==> config.mk <==
export PLATFORM = sky130hd
export DESIGN_NAME = elgamal_encrypt_decrypt
export DESIGN_NICKNAME = d
export VERILOG_FILES = /design/src/hdl/eed_pkg.sv /design/src/hdl/eed_modmul.sv /design/src/hdl/eed_datapath.sv /design/src/hdl/eed_ctrl.sv /design/src/hdl/elgamal_encrypt_decrypt.sv
export SDC_FILE = /design/constraint.sdc
export NUM_CORES = 1
export LEC_CHECK = 0
export BUFFER_PORTS_ARGS = -buffer_cell sky130_fd_sc_hd__buf_4
export CORE_ASPECT_RATIO = 1.2
export CORE_UTILIZATION = 46
export DETAILED_ROUTE_END_ITERATION = 8
export PLACE_DENSITY_LB_ADDON = 0.12
export SYNTH_ARGS = -nofsm -noshare
export SYNTH_HDL_FRONTEND = slang
export SYNTH_SLANG_ARGS = --single-unit
==> constraint.sdc <==
create_clock -name clock -period 9 [get_ports clock]
set_input_delay 0 -clock clock [delete_from_list [all_inputs] [get_ports clock]]
set_output_delay 0 -clock clock [all_outputs]
set_load 0.02 [all_outputs]
==> src/hdl/eed_pkg.sv <==
// ---------------------------------------------------------------------------
// eed_pkg: shared types and constants for the elgamal unit
// Register indexes, controller commands and datapath status.
// ---------------------------------------------------------------------------
package eed_pkg;

   localparam int unsigned CSR_IDX_BITS = 2;

   typedef enum logic [CSR_IDX_BITS-1:0] {
      CSR_MODULUS     = 2'd0,
      CSR_GENERATOR   = 2'd1,
      CSR_PRIVATE_KEY = 2'd2,
      CSR_UNUSED      = 2'd3
   } csr_idx_type;

   // operand selections for the datapath registers
   typedef enum logic [2:0] {
      SRC_ONE     = 3'd0,
      SRC_GEN     = 3'd1,
      SRC_C1      = 3'd2,
      SRC_ACC     = 3'd3,
      SRC_MSG     = 3'd4,
      SRC_C2      = 3'd5,
      SRC_Y       = 3'd6
   } src_type;

   typedef enum logic [2:0] {
      EXP_KEY   = 3'd0,
      EXP_NONCE = 3'd1,
      EXP_PM2   = 3'd2,
      EXP_ZERO  = 3'd3
   } exp_sel_type;

   typedef struct packed {
      logic        start;      // latch request
      logic        load_base;  // base <= source, reduced unless acc, y or one
      src_type     base_src;
      logic        load_acc;   // acc <= 1
      logic        load_exp;
      exp_sel_type exp_sel;
      logic        mul_acc;    // acc <= acc*base
      logic        mul_sq;     // base <= base*base
      logic        mul_out;    // acc <= operand * acc
      src_type     out_src;
      logic        shift_exp;
      logic        save_c1;    // keep acc as c1
      logic        save_y;     // keep acc as y
      logic        final_res;
   } dp_cmd_type;

   typedef struct packed {
      logic busy;      // multiplier or reducer working
      logic exp_zero;
      logic exp_lsb;
      logic mod_small; // modulus below two
   } dp_sts_type;

endpackage

==> src/hdl/eed_modmul.sv <==
// ---------------------------------------------------------------------------
// eed_modmul: serial modular multiplier
// Shift-add of a*b mod m, one multiplier bit per cycle, a and b below m.
// ---------------------------------------------------------------------------
module eed_modmul #(
   parameter int unsigned WORD_BITS = 31
) (
   input  logic                 clock,
   input  logic                 reset,
   input  logic                 start,
   input  logic [WORD_BITS-1:0] op_a,
   input  logic [WORD_BITS-1:0] op_b,
   input  logic [WORD_BITS-1:0] modulus,
   output logic                 busy,
   output logic                 done,
   output logic [WORD_BITS-1:0] result
);
   localparam int unsigned CNT_BITS = $clog2(WORD_BITS + 1);

   logic [WORD_BITS-1:0] a_ff, a_in, b_ff, b_in, r_ff, r_in;
   logic [CNT_BITS-1:0]  cnt_ff, cnt_in;
   logic                 busy_ff, busy_in, done_ff, done_in;
   logic [WORD_BITS:0]   dbl, dbl_red, add, add_red;

   always_comb begin
      // horner from msb: r = 2r (+ a), reduce after each step
      dbl     = {r_ff, 1'b0};
      dbl_red = (dbl >= {1'b0, modulus}) ? dbl - {1'b0, modulus} : dbl;
      add     = dbl_red + {1'b0, a_ff};
      add_red = (add >= {1'b0, modulus}) ? add - {1'b0, modulus} : add;
      a_in    = a_ff;
      b_in    = b_ff;
      r_in    = r_ff;
      cnt_in  = cnt_ff;
      busy_in = busy_ff;
      done_in = 1'b0;
      if (start) begin
         a_in    = op_a;
         b_in    = op_b;
         r_in    = '0;
         cnt_in  = CNT_BITS'(WORD_BITS);
         busy_in = 1'b1;
      end else if (busy_ff) begin
         r_in   = b_ff[WORD_BITS-1] ? add_red[WORD_BITS-1:0] : dbl_red[WORD_BITS-1:0];
         b_in   = {b_ff[WORD_BITS-2:0], 1'b0};
         cnt_in = cnt_ff - 1'b1;
         if (cnt_ff == CNT_BITS'(1)) begin
            busy_in = 1'b0;
            done_in = 1'b1;
         end
      end
   end

   always_ff @(posedge clock) begin
      a_ff   <= a_in;
      b_ff   <= b_in;
      r_ff   <= r_in;
      cnt_ff <= cnt_in;
      if (reset) begin
         busy_ff <= 1'b0;
         done_ff <= 1'b0;
      end else begin
         busy_ff <= busy_in;
         done_ff <= done_in;
      end
   end

   assign busy   = busy_ff;
   assign done   = done_ff;
   assign result = r_ff;
endmodule

==> src/hdl/eed_datapath.sv <==
// ---------------------------------------------------------------------------
// eed_datapath: operand registers, exponent shifter, reducer and multiplier
// Serial reduction of inputs, square-and-multiply registers, result holding.
// ---------------------------------------------------------------------------
module eed_datapath
   import eed_pkg::*;
#(
   parameter int unsigned WORD_BITS = 31
) (
   input  logic                 clock,
   input  logic                 reset,
   input  dp_cmd_type           cmd,
   output dp_sts_type           sts,
   input  logic [WORD_BITS-1:0] modulus,
   input  logic [WORD_BITS-1:0] generator,
   input  logic [WORD_BITS-1:0] private_key,
   input  logic                 req_kind,
   input  logic [WORD_BITS-1:0] req_message,
   input  logic [WORD_BITS-1:0] req_nonce,
   input  logic [WORD_BITS-1:0] req_cipher_first_in,
   input  logic [WORD_BITS-1:0] req_cipher_second_in,
   output logic [WORD_BITS-1:0] res_c1,
   output logic [WORD_BITS-1:0] res_c2,
   output logic [WORD_BITS-1:0] res_pt
);
   localparam int unsigned CNT_BITS = $clog2(WORD_BITS + 1);

   logic                 kind_ff;
   logic [WORD_BITS-1:0] msg_ff, nonce_ff, c1i_ff, c2i_ff;
   logic [WORD_BITS-1:0] base_ff, acc_ff, exp_ff, c1_ff, y_ff;
   logic [WORD_BITS-1:0] c1_in, c2_in, pt_in;
   logic [WORD_BITS-1:0] c1o_ff, c2o_ff, pto_ff;

   // serial reducer: restoring remainder, one bit a cycle
   logic [WORD_BITS-1:0] rsrc_ff, rrem_ff;
   logic [CNT_BITS-1:0]  rcnt_ff;
   logic                 rbusy_ff, red_start;
   logic [WORD_BITS:0]   rsh;
   logic [WORD_BITS-1:0] red_src_val;

   logic                 m_start, m_busy, m_done;
   logic [WORD_BITS-1:0] m_a, m_b, m_res;
   logic                 m_kind_ff; // 0 acc*base / out, 1 base*base

   always_comb begin
      case (cmd.base_src)
         SRC_GEN: red_src_val = generator;
         SRC_C1:  red_src_val = c1i_ff;
         SRC_MSG: red_src_val = msg_ff;
         SRC_C2:  red_src_val = c2i_ff;
         default: red_src_val = acc_ff;
      endcase
   end
   // plain copies (acc, y, one) skip the reducer
   assign red_start = cmd.load_base &&
                      (cmd.base_src == SRC_GEN || cmd.base_src == SRC_C1 ||
                       cmd.base_src == SRC_MSG || cmd.base_src == SRC_C2);
   assign rsh = {rrem_ff, rsrc_ff[WORD_BITS-1]};

   always_ff @(posedge clock) begin
      if (cmd.start) begin
         kind_ff  <= req_kind;
         msg_ff   <= req_message;
         nonce_ff <= req_nonce;
         c1i_ff   <= req_cipher_first_in;
         c2i_ff   <= req_cipher_second_in;
      end
      if (red_start) begin
         rsrc_ff <= red_src_val;
         rrem_ff <= '0;
         rcnt_ff <= CNT_BITS'(WORD_BITS);
      end else if (rbusy_ff) begin
         rsrc_ff <= {rsrc_ff[WORD_BITS-2:0], 1'b0};
         rrem_ff <= (rsh >= {1'b0, modulus}) ? WORD_BITS'(rsh - {1'b0, modulus})
                                             : rsh[WORD_BITS-1:0];
         rcnt_ff <= rcnt_ff - 1'b1;
      end
      if (rbusy_ff && rcnt_ff == CNT_BITS'(1)) begin
         base_ff <= (rsh >= {1'b0, modulus}) ? WORD_BITS'(rsh - {1'b0, modulus})
                                             : rsh[WORD_BITS-1:0];
      end else if (cmd.load_base && !red_start) begin
         base_ff <= (cmd.base_src == SRC_ONE) ? WORD_BITS'(1) :
                    (cmd.base_src == SRC_Y)   ? y_ff : acc_ff;
      end
      if (cmd.load_acc) acc_ff <= WORD_BITS'(1);
      if (m_done) begin
         if (m_kind_ff) base_ff <= m_res;
         else           acc_ff  <= m_res;
      end
      if (cmd.load_exp) begin
         case (cmd.exp_sel)
            EXP_KEY:   exp_ff <= private_key;
            EXP_NONCE: exp_ff <= nonce_ff;
            EXP_PM2:   exp_ff <= modulus - WORD_BITS'(2);
            default:   exp_ff <= '0;
         endcase
      end else if (cmd.shift_exp) begin
         exp_ff <= exp_ff >> 1;
      end
      if (cmd.save_c1) c1_ff <= acc_ff;
      if (cmd.save_y)  y_ff  <= acc_ff;
      if (cmd.mul_acc || cmd.mul_out) m_kind_ff <= 1'b0;
      else if (cmd.mul_sq)            m_kind_ff <= 1'b1;
      if (cmd.final_res) begin
         c1o_ff <= c1_in;
         c2o_ff <= c2_in;
         pto_ff <= pt_in;
      end
      if (reset) rbusy_ff <= 1'b0;
      else if (red_start) rbusy_ff <= 1'b1;
      else if (rbusy_ff && rcnt_ff == CNT_BITS'(1)) rbusy_ff <= 1'b0;
   end

   // out multiply uses base (reduced operand) times acc
   assign m_start = cmd.mul_acc || cmd.mul_sq || cmd.mul_out;
   assign m_a     = cmd.mul_sq ? base_ff : acc_ff;
   assign m_b     = base_ff;

   eed_modmul #(.WORD_BITS(WORD_BITS)) u_mul (
      .clock   (clock),
      .reset   (reset),
      .start   (m_start),
      .op_a    (m_a),
      .op_b    (m_b),
      .modulus (modulus),
      .busy    (m_busy),
      .done    (m_done),
      .result  (m_res)
   );

   always_comb begin
      c1_in = '0;
      c2_in = '0;
      pt_in = '0;
      if (!sts.mod_small) begin
         if (kind_ff) pt_in = acc_ff;
         else begin
            c1_in = c1_ff;
            c2_in = acc_ff;
         end
      end
   end

   // work started by a command shows up in the registers in the cycle after it
   assign sts.busy      = m_busy | m_done | rbusy_ff;
   assign sts.exp_zero  = (exp_ff == '0);
   assign sts.exp_lsb   = exp_ff[0];
   assign sts.mod_small = (modulus < WORD_BITS'(2));
   assign res_c1 = c1o_ff;
   assign res_c2 = c2o_ff;
   assign res_pt = pto_ff;
   // the out-source select has no use in this datapath
   logic unused_ok;
   assign unused_ok = ^{cmd.out_src};
endmodule

==> src/hdl/eed_ctrl.sv <==
// ---------------------------------------------------------------------------
// eed_ctrl: sequencer for the elgamal unit
// Runs the power steps for encrypt or decrypt and the output handshake.
// ---------------------------------------------------------------------------
module eed_ctrl
   import eed_pkg::*;
(
   input  logic       clock,
   input  logic       reset,
   input  logic       req_valid,
   input  logic       req_kind,
   output logic       req_stall,
   output logic       rsp_valid,
   input  logic       rsp_stall,
   output dp_cmd_type cmd,
   input  dp_sts_type sts
);
   typedef enum logic [8:0] {
      ST_IDLE  = 9'b000000001,
      ST_SETUP = 9'b000000010,
      ST_WAIT  = 9'b000000100,
      ST_TEST  = 9'b000001000,
      ST_SQ    = 9'b000010000,
      ST_NEXT  = 9'b000100000,
      ST_PHASE = 9'b001000000,
      ST_DONE  = 9'b010000000,
      ST_OUT   = 9'b100000000
   } state_type;

   // phases: encrypt y=g^x, c1=g^k, t=y^k, c2=m*t; decrypt s=c1^x, s^(p-2), b*sinv
   typedef enum logic [2:0] {
      PH_Y   = 3'd0,
      PH_C1  = 3'd1,
      PH_T   = 3'd2,
      PH_C2  = 3'd3,
      PH_S   = 3'd4,
      PH_INV = 3'd5,
      PH_PT  = 3'd6
   } phase_type;

   state_type state_ff, state_in, ret_ff, ret_in;
   phase_type ph_ff, ph_in;
   logic      kind_ff, kind_in;
   logic      valid_ff, valid_in;

   always_comb begin
      state_in = state_ff;
      ret_in   = ret_ff;
      ph_in    = ph_ff;
      kind_in  = kind_ff;
      valid_in = valid_ff;
      cmd      = '0;
      cmd.base_src = SRC_ONE;
      cmd.out_src  = SRC_ONE;
      cmd.exp_sel  = EXP_ZERO;
      if (valid_ff && !rsp_stall) valid_in = 1'b0;
      case (state_ff)
         ST_IDLE: begin
            if (req_valid) begin
               cmd.start = 1'b1;
               kind_in   = req_kind;
               ph_in     = req_kind ? PH_S : PH_Y;
               state_in  = ST_SETUP;
            end
         end
         ST_SETUP: begin
            ret_in   = ST_TEST;
            state_in = ST_WAIT;
            cmd.load_acc  = 1'b1;
            cmd.load_exp  = 1'b1;
            cmd.load_base = 1'b1;
            case (ph_ff)
               PH_Y:    begin cmd.base_src = SRC_GEN; cmd.exp_sel = EXP_KEY;   end
               PH_C1:   begin cmd.base_src = SRC_GEN; cmd.exp_sel = EXP_NONCE; end
               PH_T:    begin cmd.base_src = SRC_Y;   cmd.exp_sel = EXP_NONCE;
                              cmd.save_c1 = 1'b1; end
               PH_S:    begin cmd.base_src = SRC_C1;  cmd.exp_sel = EXP_KEY;   end
               PH_INV:  begin cmd.base_src = SRC_ACC; cmd.exp_sel = EXP_PM2;   end
               PH_C2:   begin cmd.base_src = SRC_MSG; cmd.load_acc = 1'b0;
                              cmd.load_exp = 1'b0; ret_in = ST_DONE; end
               default: begin cmd.base_src = SRC_C2;  cmd.load_acc = 1'b0;
                              cmd.load_exp = 1'b0; ret_in = ST_DONE; end
            endcase
            // no field: the zero result is written once the output is free
            if (sts.mod_small) begin
               cmd = '0;
               cmd.base_src = SRC_ONE;
               cmd.out_src  = SRC_ONE;
               cmd.exp_sel  = EXP_ZERO;
               state_in = ST_OUT;
            end
         end
         ST_WAIT: begin
            if (!sts.busy) state_in = ret_ff;
         end
         ST_TEST: begin
            if (sts.exp_zero) state_in = ST_PHASE;
            else begin
               if (sts.exp_lsb) begin
                  cmd.mul_acc = 1'b1;
                  ret_in = ST_SQ;
                  state_in = ST_WAIT;
               end else state_in = ST_SQ;
            end
         end
         ST_SQ: begin
            cmd.mul_sq = 1'b1;
            ret_in   = ST_NEXT;
            state_in = ST_WAIT;
         end
         ST_NEXT: begin
            cmd.shift_exp = 1'b1;
            state_in = ST_TEST;
         end
         ST_PHASE: begin
            // after t phase acc=t; base for c2 comes from m. y reload after Y
            case (ph_ff)
               PH_Y:    begin cmd.save_y = 1'b1; ph_in = PH_C1; end
               PH_C1:   ph_in = PH_T;
               PH_T:    ph_in = PH_C2;
               PH_S:    ph_in = PH_INV;
               default: ph_in = PH_PT;
            endcase
            state_in = ST_SETUP;
         end
         ST_DONE: begin
            // base holds reduced m or c2, acc the power: one product
            cmd.mul_out = 1'b1;
            ret_in   = ST_OUT;
            state_in = ST_WAIT;
         end
         ST_OUT: begin
            if (!valid_ff || !rsp_stall) begin
               if (!cmd.final_res) cmd.final_res = 1'b1;
               valid_in = 1'b1;
               state_in = ST_IDLE;
            end
         end
         default: state_in = ST_IDLE;
      endcase
   end

   always_ff @(posedge clock) begin
      if (reset) begin
         state_ff <= ST_IDLE;
         ret_ff   <= ST_IDLE;
         ph_ff    <= PH_Y;
         kind_ff  <= 1'b0;
         valid_ff <= 1'b0;
      end else begin
         state_ff <= state_in;
         ret_ff   <= ret_in;
         ph_ff    <= ph_in;
         kind_ff  <= kind_in;
         valid_ff <= valid_in;
      end
   end

   assign req_stall = (state_ff != ST_IDLE) || (kind_ff & 1'b0);
   assign rsp_valid = valid_ff;
endmodule

==> src/hdl/elgamal_encrypt_decrypt.sv <==
// ---------------------------------------------------------------------------
// elgamal_encrypt_decrypt: elgamal encrypt / decrypt over GF(p)
// One item at a time. An encrypt computes y=g^x, c1=g^k, y^k and one
// product; a decrypt computes c1^x, its power p-2 and one product. Every
// modular product runs through one shift-add multiplier, and each power
// takes up to two products and one exponent shift per exponent bit, plus
// a serial reduction of each input operand. The input stalls while an item
// is in work; a finished beat waits in the output register.
// ---------------------------------------------------------------------------
module elgamal_encrypt_decrypt
   import eed_pkg::*;
#(
   parameter int unsigned WORD_BITS = 31
) (
   input  logic                    clock,
   input  logic                    reset,
   input  logic                    req_valid,
   output logic                    req_stall,
   input  logic                    req_kind,
   input  logic [WORD_BITS-1:0]    req_message,
   input  logic [WORD_BITS-1:0]    req_nonce,
   input  logic [WORD_BITS-1:0]    req_cipher_first_in,
   input  logic [WORD_BITS-1:0]    req_cipher_second_in,
   output logic                    rsp_valid,
   input  logic                    rsp_stall,
   output logic [WORD_BITS-1:0]    rsp_cipher_first,
   output logic [WORD_BITS-1:0]    rsp_cipher_second,
   output logic [WORD_BITS-1:0]    rsp_plain_text,
   input  logic                    csr_valid,
   output logic                    csr_ready,
   input  logic [CSR_IDX_BITS-1:0] csr_index,
   input  logic [WORD_BITS-1:0]    csr_data
);
   logic [WORD_BITS-1:0] modulus_ff, generator_ff, private_key_ff;
   dp_cmd_type cmd;
   dp_sts_type sts;

   assign csr_ready = 1'b1;

   always_ff @(posedge clock) begin
      if (reset) begin
         modulus_ff     <= WORD_BITS'(23);
         generator_ff   <= WORD_BITS'(5);
         private_key_ff <= WORD_BITS'(6);
      end else if (csr_valid && csr_ready) begin
         case (csr_idx_type'(csr_index))
            CSR_MODULUS:     modulus_ff     <= csr_data;
            CSR_GENERATOR:   generator_ff   <= csr_data;
            CSR_PRIVATE_KEY: private_key_ff <= csr_data;
            default: ;
         endcase
      end
   end

   eed_ctrl u_ctrl (
      .clock     (clock),
      .reset     (reset),
      .req_valid (req_valid),
      .req_kind  (req_kind),
      .req_stall (req_stall),
      .rsp_valid (rsp_valid),
      .rsp_stall (rsp_stall),
      .cmd       (cmd),
      .sts       (sts)
   );

   eed_datapath #(.WORD_BITS(WORD_BITS)) u_dp (
      .clock                (clock),
      .reset                (reset),
      .cmd                  (cmd),
      .sts                  (sts),
      .modulus              (modulus_ff),
      .generator            (generator_ff),
      .private_key          (private_key_ff),
      .req_kind             (req_kind),
      .req_message          (req_message),
      .req_nonce            (req_nonce),
      .req_cipher_first_in  (req_cipher_first_in),
      .req_cipher_second_in (req_cipher_second_in),
      .res_c1               (rsp_cipher_first),
      .res_c2               (rsp_cipher_second),
      .res_pt               (rsp_plain_text)
   );

   // a stalled result beat stays valid and unchanged
   a_rsp_held: assert property (@(posedge clock) disable iff (reset)
      rsp_valid && rsp_stall |=> rsp_valid && $stable(rsp_cipher_first) &&
                                 $stable(rsp_cipher_second) && $stable(rsp_plain_text))
      else $error("pending result dropped or changed");

   // encrypt results never carry plain text and vice versa
   a_fields_exclusive: assert property (@(posedge clock) disable iff (reset)
      rsp_valid |-> (rsp_plain_text == '0) ||
                    (rsp_cipher_first == '0 && rsp_cipher_second == '0))
      else $error("encrypt and decrypt fields both set");

   // an accepted request stalls the input on the next cycle
   a_busy_after_accept: assert property (@(posedge clock) disable iff (reset)
      req_valid && !req_stall |=> req_stall)
      else $error("input not stalled after accept");
endmodule

==> summary.md <==
| Metric | Value |
|---|---|
| Status | complete, but fails checks |
| Failing checks | design-rule violations |
| Post-Route Setup TNS | 0 ns |
| P_int | 6120 µW |
| R2R cell count | 32 |
| Kind of critical path | reg2reg |
| First-pass GRT wire length | 169000 µm |
| CP required | 9.50 ns |
| Register bit count reported by yosys | 654 |
| Most frequent cells in the layout | nand2_1, edfxtp_1, buf_4, a21oi_1, dfxtp_1 |
| Hold_ws | 0.0355 ns |
| CTS H-tree depth | 3 |
| Fmax | 0.118 GHz |
| Logic pwr share | 31.6% |
| Commonest non-fill, non-tap cell in the layout | nand2_1 |
| Total track usage | 30.8% |
| CP max-delay cell | fa_1 |
| Seq/Total Area, Yosys | 51.5% |
| Startpoint types | register |
| IO buf count | 257 |
| Largest net degree at the start of global routing | 84 |
| Drt drc | 14 |
| Fin nets | 4144 |
| Detail Route Antenna Nets | 0 |
| Share of cells above drive strength 1 | 12.4% |
| Clk pwr share | 30.3% |
| Total of max-cap violations | 0 |
| Relative slew slack | 19.7% |
| RSZ-0062 raised after global routing | no |
| Max Clock Skew | 0.0187 ns |
| Routed wire per std cell | 23.6 µm |
| Power share of the sequential group | 38.1% |
| Syn avg cell area | 9.58 µm² |
| Final worst-path cycle share | 94.4% |
| Yosys warns | 0 |
| Worst hold path type | in2reg |
| Critical path data arrival time | 8.99 ns |
| Drt first pass iters | 9 |
| Overall routed net length | 114000 µm |
| Netlist cell types | 90 |
| Initial DRC Count | 2283 |
| CTS sink cnt | 654 |
| Clock Path Buffers | 3 |
| PostCTS Resize Cnt | 0 |
| Post-Synthesis Cells | 3472 |
| Root Buffer | clkbuf_16 |
| Post-synth ARST share | 0% |
| Fillers | 6169 |
| Initial Util | 46.7% |
| Cell Area, Synth | 0.0333 mm² |
| Core box area | 0.0712 mm² |
| Die extent in x | 247 µm |
| Number of synthesized flops with an enable pin | 404 |
| Max stage delay on crit path | 0.49 ns |
| Clock Latency Late Sink | 0.62 ns |
| Worst Path Max Fanout | 27 |
| Sw Pwr | 3320 µW |
| Ports | 259 |
| Switching share of power | 35.2% |
| Vias in the first global route | 27800 |
| Slew Limit Fails | 0 |
| Total number of vias | 28100 |
| Crit. End Element | register |
| Antenna diodes | 0 |
| Minimum clock period | 8.49 ns |
| Clock Pin Slew Worst Setup and Hold Paths | 0.06 ns |
| Pwr Density | 235 mW/mm² |
| Vias per inst | 5.82 |
| Hold Vio Cnt, Final | 0 |
| CTS tree | built |
| Die area | 0.0734 mm² |
| Peak supply drop | 0.183 mV |
| Endpoints failing setup | 0 |
| Area grow syn2layout | 20.6% |
| WHS Path Cells | 5 |
| Global route overflow | 0 |
| GP Congestion | 0.968 |
| FP Rows | 107 |
| Syn_nets | 3768 |
| Register Area | 0.0171 mm² |
| CTS Buf Count | 70 |
| Dpl hpwl | 83100 µm |
| Die height | 297 µm |
| Worst slew pin tran | 1.20 ns |
| Static leakage | 0.0155 µW |
| Ys flop type | edfxtp_1 |
| Area of the multi-input gates | 0.0152 mm² |
| Antenna violations before repair | 2 |
| Setup Fix Bufs, Post-CTS | 0 |
## state kept, by name, summed over array words and instances (netlist names), 6 cells and up
name	flops
u_dp.u_mul.b_ff	31
u_dp.base_ff	31
u_ctrl.state_ff	9
u_ctrl.ret_ff	6
private_key_ff	31
u_dp.y_ff	31
u_dp.res_pt	31
generator_ff	31
u_dp.u_mul.a_ff	31
u_dp.msg_ff	31
u_dp.res_c1	31
u_dp.rsrc_ff	31
u_dp.res_c2	31
u_dp.acc_ff	31
modulus_ff	31
u_dp.rrem_ff	31
u_dp.c1i_ff	31
u_dp.nonce_ff	31
u_dp.c1_ff	31
u_dp.exp_ff	31
u_dp.u_mul.result	31
u_dp.c2i_ff	31
## layer usage
layer	track usage, %	wire, µm	up-vias
met4	11.0	3920	0
met5	0	0	-
met3	4.38	6990	195
met1	38.2	46000	13600
met2	54.1	57300	1061
li1	-	-	13200
## power groups by stage
stage                     clock network, µW  logic (µW)  registers [µW]
after detailed placement                  0        2870            3650
after CTS                              2910        2940            3590
final                                  2860        2990            3600
after global routing                   3020        3250            3620
after floorplan                           0        1960            3600
after global placement                    0        2860            3650
## worst max-delay path, delay by kind of cell, from the launching register on
kind            cells  cell delay, ns
flops               1            0.43
compound gates     16            3.70
xor+xnor            1            0.19
buf+inv             4            0.89
simple gates        7            1.53
fa+ha+maj           3            1.19
mux                 1            0.41
## what timing repair did
item | CTS | global route
hold buffers | 168 | 0
hold endpoints to repair | 249 | 0
endpoints found under the setup margin | 0 | 0
## Yosys cell counts, types with 7 or more instances
cell      count  area [µm²]
o211a_1       8        80.1
clkbuf_1    148         556
or2_2         9        56.3
inv_1        82         308
o21ai_1      10        50.1
o21bai_1     12        90.1
xor2_1       42         368
a21oi_1     312        1560
o211ai_1     21         158
nand2b_1     20         125
a31oi_1      12        75.1
a211oi_1     53         398
mux2_2       15         169
o21a_1       14         105
a221o_1      31         310
ha_1        129        1610
buf_1        17        63.8
nor2b_1      18         113
nor3_1       48         240
o31ai_1      12        90.1
nand4b_1      7        61.3
dfxtp_1     250        5000
nor4_1       24         150
nor3b_1       8        60.1
o21ai_0     227        1140
and2_1       75         469
edfxtp_1    404       12100
a22o_1       13         114
mux2i_1      57         571
a21o_1       57         428
o22ai_1       7        43.8
nand3_1      85         425
buf_2        13        65.1
xnor2_1      96         841
nand2_1     723        2710
nand4_1      26         163
and3_1       48         300
nand3b_1     14         105
nor2_1      200         751
## cell type report
| type | instances | area share [%] |
|---|---|---|
| tap | 926 | 2.89 |
| multi-input combinational | 2552 | 37.8 |
| clock inverter | 43 | 0.936 |
| sequential | 654 | 42.7 |
| clock buffer | 87 | 4.66 |
| inverter | 84 | 0.792 |
| timing repair buffer | 486 | 10.2 |
## path summary, 6_finish.rpt
kind	to	start	slack, ns
worst min register to register	generator_ff[28]$_SDFFE_PP0P_	generator_ff[28]$_SDFFE_PP0P_	0.45
worst max register to register	u_dp.u_mul.result[9]$_SDFFE_PP0P_	modulus_ff[0]$_SDFFE_PP1P_	0.51
worst max-delay path	u_dp.u_mul.result[9]$_SDFFE_PP0P_	modulus_ff[0]$_SDFFE_PP1P_	0.51
worst min-delay path	private_key_ff[27]$_SDFFE_PP0P_	csr_index[1]	0.04
## metrics by stage
stage	std cells	worst slack [ns]	instance area, µm²	utilization [%]	power (µW)
after global placement	4534	0.788	36200	50.8	6510
after detailed placement	4534	0.591	36200	50.8	6520
after CTS	4832	0.525	40100	56.3	9440
final	4832	0.508	40100	56.3	9440
after global routing	4832	0.0135	40100	56.3	9880
after floorplan	3472	1.56	33300	-	5550
## cell families (layout without fill, tap and decap cells)
family	Yosys count	after routing	synth area share, %
other cells	1	1	0.0113
mux	72	72	2.22
xor+xnor	139	139	3.68
flops	654	654	51.5
buf+inv	266	700	3.11
compound gates	875	875	16.4
fa+ha+maj	133	133	5.09
simple gates	1332	1332	17.9
No activity file was read; power rests on OpenSTA's default activity.
